--- config.mk ---
export PLATFORM = sky130hd
export DESIGN_NAME = all_pairs_shortest_path
export DESIGN_NICKNAME = d
export VERILOG_FILES = /design/src/apsp_pkg.sv /design/src/apsp_front.sv /design/src/apsp_back.sv /design/src/all_pairs_shortest_path.sv
export SDC_FILE = /design/constraint.sdc
export NUM_CORES = 2
export LEC_CHECK = 0
export BUFFER_PORTS_ARGS = -buffer_cell sky130_fd_sc_hd__buf_2
export CORE_MARGIN = 2
export CORE_UTILIZATION = 50
export DETAILED_ROUTE_END_ITERATION = 6
export PLACE_DENSITY = 0.61
export SYNTH_ARGS = -nofsm -noshare
export SYNTH_HDL_FRONTEND = slang
export SYNTH_HIERARCHICAL = 1
export SYNTH_SLANG_ARGS = --single-unit
--- constraint.sdc ---
create_clock -name clk -period 11.45 [get_ports clk]
set_clock_uncertainty 0.05 [all_clocks]
set_input_delay 0.5725 -clock clk [delete_from_list [all_inputs] [get_ports clk]]
set_output_delay 0.5725 -clock clk [all_outputs]
set_load 0.005 [all_outputs]
--- src/apsp_pkg.sv ---
// Shared types and constants for the all-pairs shortest path block.
`timescale 1ns / 1ps
`default_nettype none
package apsp_pkg;

	localparam int MAX_VERTICES = 8;

	typedef struct packed {
		logic        func;
		logic [2:0]  src_vertex;
		logic [2:0]  dst_vertex;
		logic [15:0] edge_weight;
	} apsp_in_t;

	typedef struct packed {
		logic [2:0]  from_vertex;
		logic [2:0]  to_vertex;
		logic        reachable;
		logic [18:0] path_length;
		logic [2:0]  next_hop;
		logic        last;
	} apsp_out_t;

	localparam logic       FUNC_EDGE  = 1'b0;
	localparam logic       FUNC_SOLVE = 1'b1;
	localparam logic [18:0] LEN_MAX   = 19'h7FFFF;
	localparam logic [3:0]  VC_RESET  = 4'd8;

endpackage
`default_nettype wire

--- src/apsp_front.sv ---
// Input queue: accepts items and hands them to the solver in order.
`timescale 1ns / 1ps
`default_nettype none
module apsp_front import apsp_pkg::*; (
	input  wire logic     clk,
	input  wire logic     arst_n,
	input  wire logic     in_valid,
	output logic          in_ready,
	input  wire apsp_in_t in_item,
	output logic          q_valid,
	input  wire logic     q_ready,
	output apsp_in_t      q_item
);
	apsp_in_t   buf_q [2];
	logic       wp_q, rp_q;
	logic [1:0] cnt_q;
	logic       push, pop;

	assign in_ready = (cnt_q != 2'd2);
	assign q_valid  = (cnt_q != 2'd0);
	assign q_item   = buf_q[rp_q];
	assign push     = in_valid && in_ready;
	assign pop      = q_valid && q_ready;

	always_ff @(posedge clk) begin
		if (push) buf_q[wp_q] <= in_item;
	end

	always_ff @(posedge clk or negedge arst_n) begin
		if (!arst_n) begin
			wp_q  <= 1'b0;
			rp_q  <= 1'b0;
			cnt_q <= 2'd0;
		end else begin
			if (push) wp_q <= ~wp_q;
			if (pop) rp_q <= ~rp_q;
			cnt_q <= cnt_q + {1'b0, push} - {1'b0, pop};
		end
	end

	a_cnt_range: assert property (@(posedge clk) disable iff (!arst_n) cnt_q != 2'd3)
		else $error("queue count out of range");
	a_no_over: assert property (@(posedge clk) disable iff (!arst_n)
		cnt_q == 2'd2 |-> !push) else $error("push into full queue");
	a_cnt_step: assert property (@(posedge clk) disable iff (!arst_n)
		push && !pop |=> cnt_q == $past(cnt_q) + 2'd1) else $error("count step");
endmodule
`default_nettype wire

--- src/apsp_back.sv ---
// Solver: edge store, relaxation sequencer and result emitter.
`timescale 1ns / 1ps
`default_nettype none
module apsp_back import apsp_pkg::*; #(
	parameter int WEIGHT_BITS  = 16
) (
	input  wire logic     clk,
	input  wire logic     arst_n,
	input  wire logic [3:0] vcount,
	input  wire logic     q_valid,
	output logic          q_ready,
	input  wire apsp_in_t q_item,
	output logic          out_valid,
	input  wire logic     out_ready,
	output apsp_out_t     out_item,
	output logic          busy
);
	localparam int VB = (MAX_VERTICES > 1) ? $clog2(MAX_VERTICES) : 1;
	localparam int NC = MAX_VERTICES * MAX_VERTICES;
	localparam int CB = $clog2(NC);
	localparam int DB = WEIGHT_BITS + 4;
	localparam int DW = (DB > 19) ? DB : 19;

	typedef enum logic [3:0] {
		S_IDLE, S_EDGE_A, S_EDGE_B, S_INIT, S_RIK, S_RKJ, S_RIJ, S_UPD,
		S_ERD, S_EWAIT, S_EOUT
	} st_t;

	st_t st_q;
	logic [MAX_VERTICES-1:0] pres_q [MAX_VERTICES];
	logic [WEIGHT_BITS-1:0]  wmem [NC];
	logic [DW-1:0]           dmem [NC];
	logic                    vmem [NC];
	logic [VB-1:0]           hmem [NC];
	logic [VB-1:0] i_q, j_q, k_q, a_q, b_q, n1_q;
	logic [WEIGHT_BITS-1:0] w_q, wrd_q;
	logic [DW-1:0] dik_q, dkj_q, drd_q;
	logic vik_q, vkj_q, vrd_q;
	logic [VB-1:0] hik_q, hrd_q;
	logic last_q, pre_q;
	logic [CB-1:0] ra;
	logic [DW:0] sum;

	function automatic logic [CB-1:0] ix(input logic [VB-1:0] r, input logic [VB-1:0] c);
		logic [2*VB-1:0] t;
		t = {VB'(0), r} * (2*VB)'(MAX_VERTICES) + {VB'(0), c};
		return t[CB-1:0];
	endfunction

	logic [3:0] nclip;
	always_comb begin
		if (vcount == 4'd0) nclip = 4'd1;
		else if ({28'd0, vcount} > MAX_VERTICES) nclip = 4'(MAX_VERTICES);
		else nclip = vcount;
	end

	assign q_ready = (st_q == S_IDLE);
	assign busy    = (st_q != S_IDLE);
	assign sum     = {1'b0, dik_q} + {1'b0, dkj_q};

	always_comb begin
		case (st_q)
			S_RIK:   ra = ix(i_q, k_q);
			S_RKJ:   ra = ix(k_q, j_q);
			default: ra = ix(i_q, j_q);
		endcase
	end

	always_ff @(posedge clk) begin
		wrd_q <= wmem[ra];
		drd_q <= dmem[ra];
		vrd_q <= vmem[ra];
		hrd_q <= hmem[ra];
		pre_q <= pres_q[i_q][j_q];
		if (st_q == S_EDGE_A && !pres_q[a_q][b_q]) wmem[ix(a_q, b_q)] <= w_q;
		if (st_q == S_EDGE_B && !pres_q[b_q][a_q]) wmem[ix(b_q, a_q)] <= w_q;
		if (st_q == S_INIT) begin
			dmem[ix(i_q, j_q)] <= (i_q == j_q || !pre_q) ? DW'(0) : DW'(wrd_q);
			vmem[ix(i_q, j_q)] <= (i_q == j_q) || pre_q;
			hmem[ix(i_q, j_q)] <= j_q;
		end
		// i,j read lands in this state; relax only on a strictly smaller sum
		if (st_q == S_UPD && vik_q && vkj_q && (!vrd_q || drd_q > sum[DW-1:0]) &&
			!sum[DW]) begin
			dmem[ix(i_q, j_q)] <= sum[DW-1:0];
			vmem[ix(i_q, j_q)] <= 1'b1;
			hmem[ix(i_q, j_q)] <= hik_q;
		end
	end

	always_ff @(posedge clk or negedge arst_n) begin
		if (!arst_n) begin
			st_q <= S_IDLE;
			for (int r = 0; r < MAX_VERTICES; r++) pres_q[r] <= '0;
			out_valid <= 1'b0;
			{i_q, j_q, k_q, a_q, b_q, n1_q} <= '0;
			last_q <= 1'b0;
		end else begin
			case (st_q)
				S_IDLE: if (q_valid) begin
					a_q  <= q_item.src_vertex[VB-1:0];
					b_q  <= q_item.dst_vertex[VB-1:0];
					w_q  <= WEIGHT_BITS'(q_item.edge_weight);
					n1_q <= VB'(nclip - 4'd1);
					i_q  <= '0;
					j_q  <= '0;
					k_q  <= '0;
					if (q_item.func == FUNC_SOLVE) st_q <= S_INIT;
					else if ({1'b0, q_item.src_vertex} < nclip &&
						{1'b0, q_item.dst_vertex} < nclip) st_q <= S_EDGE_A;
				end
				S_EDGE_A: begin
					pres_q[a_q][b_q] <= 1'b1;
					st_q <= S_EDGE_B;
				end
				S_EDGE_B: begin
					pres_q[b_q][a_q] <= 1'b1;
					st_q <= S_IDLE;
				end
				// Read address was i,j last cycle; pre_q and wrd_q match only after the
				// first step, so each cell is held until last_q is set.
				S_INIT: begin
					if (!last_q) last_q <= 1'b1;
					else begin
						last_q <= 1'b0;
						if (j_q == n1_q) begin
							j_q <= '0;
							if (i_q == n1_q) begin
								i_q <= '0;
								st_q <= S_RIK;
							end else i_q <= i_q + 1'b1;
						end else j_q <= j_q + 1'b1;
					end
				end
				S_RIK: st_q <= S_RKJ;
				S_RKJ: begin
					dik_q <= drd_q;
					vik_q <= vrd_q;
					hik_q <= hrd_q;
					st_q <= S_RIJ;
				end
				S_RIJ: begin
					dkj_q <= drd_q;
					vkj_q <= vrd_q;
					st_q <= S_UPD;
				end
				S_UPD: begin
					if (j_q != n1_q) begin
						j_q <= j_q + 1'b1;
						st_q <= S_RIK;
					end else if (i_q != n1_q) begin
						j_q <= '0;
						i_q <= i_q + 1'b1;
						st_q <= S_RIK;
					end else begin
						j_q <= '0;
						i_q <= '0;
						if (k_q == n1_q) st_q <= S_ERD;
						else begin
							k_q <= k_q + 1'b1;
							st_q <= S_RIK;
						end
					end
				end
				S_ERD: begin
					if (n1_q == '0) st_q <= S_IDLE;
					else if (i_q == j_q) j_q <= j_q + 1'b1;
					else st_q <= S_EWAIT;
				end
				S_EWAIT: begin
					out_item.from_vertex <= 3'(i_q);
					out_item.to_vertex   <= 3'(j_q);
					out_item.reachable   <= vrd_q;
					out_item.path_length <= !vrd_q ? 19'd0 :
						(drd_q > DW'(LEN_MAX)) ? LEN_MAX : 19'(drd_q);
					out_item.next_hop    <= vrd_q ? 3'(hrd_q) : 3'd0;
					out_item.last        <= (i_q == n1_q) &&
						((j_q == n1_q) || (j_q == n1_q - 1'b1 && i_q == n1_q));
					out_valid <= 1'b1;
					st_q <= S_EOUT;
				end
				S_EOUT: if (out_ready) begin
					out_valid <= 1'b0;
					if (out_item.last) begin
						st_q <= S_IDLE;
						i_q <= '0;
						j_q <= '0;
					end else begin
						st_q <= S_ERD;
						if (j_q == n1_q) begin
							j_q <= '0;
							i_q <= i_q + 1'b1;
						end else j_q <= j_q + 1'b1;
					end
				end
				default: st_q <= S_IDLE;
			endcase
		end
	end

	a_out_hold: assert property (@(posedge clk) disable iff (!arst_n)
		out_valid |-> st_q == S_EOUT) else $error("result shown outside emit");
	a_take_idle: assert property (@(posedge clk) disable iff (!arst_n)
		q_ready |-> !out_valid) else $error("item taken while result pending");
	a_edge_pair: assert property (@(posedge clk) disable iff (!arst_n)
		st_q == S_EDGE_A |=> st_q == S_EDGE_B) else $error("edge store split");
endmodule
`default_nettype wire

--- src/all_pairs_shortest_path.sv ---
// Top level of the all-pairs shortest path block.
// Edges load through a two-entry input queue. A solve initialises the distance
// matrix, relaxes it (three reads of a single-port distance memory and one
// write per step), then emits N*(N-1) results; output stalls hold the emitter.
// The vertex count register takes a write only while the queue is empty and the
// solver idle.
`timescale 1ns / 1ps
`default_nettype none
module all_pairs_shortest_path import apsp_pkg::*; #(
	parameter int WEIGHT_BITS  = 16
) (
	input  wire logic       clk,
	input  wire logic       arst_n,
	input  wire logic       cfg_valid,
	output logic            cfg_ready,
	input  wire logic [3:0] cfg_data,
	input  wire logic       in_valid,
	output logic            in_ready,
	input  wire apsp_in_t   in_item,
	output logic            out_valid,
	input  wire logic       out_ready,
	output apsp_out_t       out_item
);
	logic       q_valid, q_ready, busy;
	apsp_in_t   q_item;
	logic [3:0] vcount_q;

	assign cfg_ready = !busy && !q_valid;

	always_ff @(posedge clk or negedge arst_n) begin
		if (!arst_n) vcount_q <= VC_RESET;
		else if (cfg_valid && cfg_ready) vcount_q <= cfg_data;
	end

	apsp_front u_front (
		.clk, .arst_n, .in_valid, .in_ready, .in_item,
		.q_valid, .q_ready, .q_item
	);

	apsp_back #(.WEIGHT_BITS(WEIGHT_BITS)) u_back (
		.clk, .arst_n, .vcount(vcount_q), .q_valid, .q_ready, .q_item,
		.out_valid, .out_ready, .out_item, .busy
	);
endmodule
`default_nettype wire

==> metrics <==
status=completed; synth top area cells=edfxtp_1, mux4_2, mux2i_1; Worst VDD drop=0.000177 V; total iterations of the first detailed-routing run=6; FF+latch count, synth=2,834; Post-Synthesis Cell Area=112,000 um^2; Cell variety after synth=82; GRT overflow=0; kind of critical path=reg2reg; die height=477 um; pwr dens=232 nW/um^2; Die X=477 um; DRT iter0 DRCs=6,119; Peak Freq=135 MHz; Skew-Pair Late Insertion Delay=950 ps; count leader, synth=edfxtp_1; antenna-violating nets left=0; first-pass GRT wire length=413 mm; clk buf depth=4; CP startpoint kind=flip-flop; CP Capture Type=flip-flop; input/output buffers=64; RSZ-0062 raised after global routing=no; total track usage=25.3%; area of placed instances=118,000 um^2; Rows=173; leakage power=41.8 nW; Final Setup Violations=0; H-tree Lvls=5; Worst Path Required=12,090 ps; Slew Viols, Final=0; vias in the first global route=55,600; syn nets=5,344; CTS tree=done; Max Cap Viol=0; DRC viols=0; clk sinks=2,834; Area Overhead vs Synth=14.0%; I/O pin count=65; relative slew slack=16.5%; overall routed net length=288 mm; Final Hold Vio Count=0; min-delay worst type=in2async; Die ar.=227,000 um^2; largest net degree at the start of global routing=106; proportion of layout cells with a drive suffix above 1=27.6%; number of buffers created by CTS=303; YS warnings=6; post-CTS resize count=0; Synth top area share=72.4%; Placeable Area=222,000 um^2; Post-synth top cells=edfxtp_1, mux4_2, mux2i_1, clkbuf_1, o22ai_1; worst-margin pin slew=1250 ps; Seq/Total Area, Yosys=75.3%; Synth area leader=edfxtp_1; EDFF count, synth=2,697; WL/cell=32.8 um; CTS Root Cell=clkbuf_16; Async S/R FF share, synth=3.39%; routed vias/inst=6.28; fin nets=5,698; Mapped Cells=5,259; GPL Wtd Cong=0.886; final instance area=128,000 um^2; Most used DFF post-synth=edfxtp_1; Hold Buf Count CTS=31; clock slew at reported path FFs=60 ps; fill cell count=16,300; TNS Setup=0 ps; DP HPWL=173 mm; initial antenna violation count=15; routed via count=55,300; post-CTS setup buffer count=0; final period utilization=64.6%; Initial Util=50.3%; WP data arrival=8030 ps; mean post-synth cell area=21.3 um^2; CP max FO=36; crit path time final=7400 ps
path summary, 6_finish.rpt:
kind / startpoint / to / slack, ps / cells past startpoint
max: u_back/dik_q[1] / u_back/dmem[40][5] / 4050 / 18
min: arst_n / u_back/k_q[0] / 60 / 2
max reg2reg: u_back/dik_q[1] / u_back/dmem[40][5] / 4050 / 18
min reg2reg: u_back/last_q / u_back/last_q / 440 / 1
max in group asynchronous: arst_n / u_back/pres_q[54] / 9920 / 3
min in group clk: cfg_valid / vcount_q[0] / 120 / 3
critical path, stage by stage (launching register included):
cell	delay [ps]
edfxtp_1	420
ha_1	330
a211o_1	290
a2111o_1	400
and3b_1	220
o31ai_1	490
a2111oi_0	200
a311oi_1	510
ha_1	360
a21oi_1	130
nor2b_1	60
o21ai_0	160
nand3b_1	100
a211oi_1	280
a211o_4	630
buf_4	850
buf_4	960
a211oi_4	320
buf_4	310
report_power, final:
part	leakage (nW)	switching, mW	internal (mW)
logic	10.3	4.70	2.79
registers	27.0	0.356	12.4
clock network	4.54	3.85	5.47
total	41.8	8.90	20.6
final cells by class:
| cell class | count | area [um^2] | area share [%] |
|---|---|---|---|
| clock inverters | 128 | 1140 | 0.896 |
| repair buffers | 357 | 2680 | 2.10 |
| flip-flops and latches | 2834 | 84200 | 66.0 |
| diodes | 5 | 12.5 | 0.00981 |
| inverters | 22 | 82.6 | 0.0648 |
| well taps | 2975 | 3720 | 2.92 |
| clock buffers | 390 | 8190 | 6.42 |
| multi-input cells | 2095 | 27500 | 21.5 |
sequential cells by signal, summed over array words and instances, names as in the netlist, 4 cells and up:
register,cells
u_front/buf_q,46
u_back/st_q,4
u_back/vmem,64
u_back/dmem,1280
u_back/out_item,30
u_back/drd_q,20
u_back/wrd_q,16
vcount_q,4
u_back/hmem,192
u_back/dik_q,20
u_back/wmem,1024
u_back/pres_q,64
u_back/w_q,16
u_back/dkj_q,20
metrics by stage:
step,utilization (%),power (mW),setup slack (ps),hold WS (ps),instances
2_1_floorplan,-,17.5,4090,227,5259
3_3_place_gp,53.0,20.4,4090,425,8252
3_5_place_dp,53.0,20.5,4050,422,8252
4_1_cts,57.3,29.8,4080,4.61,8801
5_1_grt,57.4,30.5,3590,42.7,8802
6_report,57.4,29.5,4050,58.5,8806
metal layers:
| metal | wire, um | global-route usage (%) |
|---|---|---|
| met1 | 114000 | 34.3 |
| met5 | 10 | 0 |
| met2 | 144000 | 41.8 |
| met3 | 19900 | 4.24 |
| met4 | 11000 | 9.19 |
layout by cell type, fill, tap and decap left out, types with 32 or more instances in the layout:
cell type / synthesis / routed
edfxtp_1: 2697 / 2697
mux4_2: 665 / 665
mux2i_1: 370 / 350
clkbuf_16: 0 / 309
buf_4: 29 / 257
o22ai_1: 164 / 163
dfrtp_1: 95 / 95
nor2_1: 103 / 88
nand2_1: 91 / 83
clkbuf_1: 170 / 66
a211oi_4: 0 / 64
buf_2: 86 / 63
clkinv_1: 1 / 53
ha_1: 52 / 52
a221o_1: 50 / 50
dfxtp_1: 41 / 41
or4_1: 40 / 40
clkinv_2: 0 / 39
a21oi_1: 38 / 37
o21ai_0: 33 / 32
logic make-up after synthesis:
group	synth area share, %
flops	75.3
xor+xnor	0.251
simple gates	1.90
mux	17.3
fa+ha+maj	0.600
compound gates	3.28
buf+inv	1.35
(Power assumes the default switching activity.)
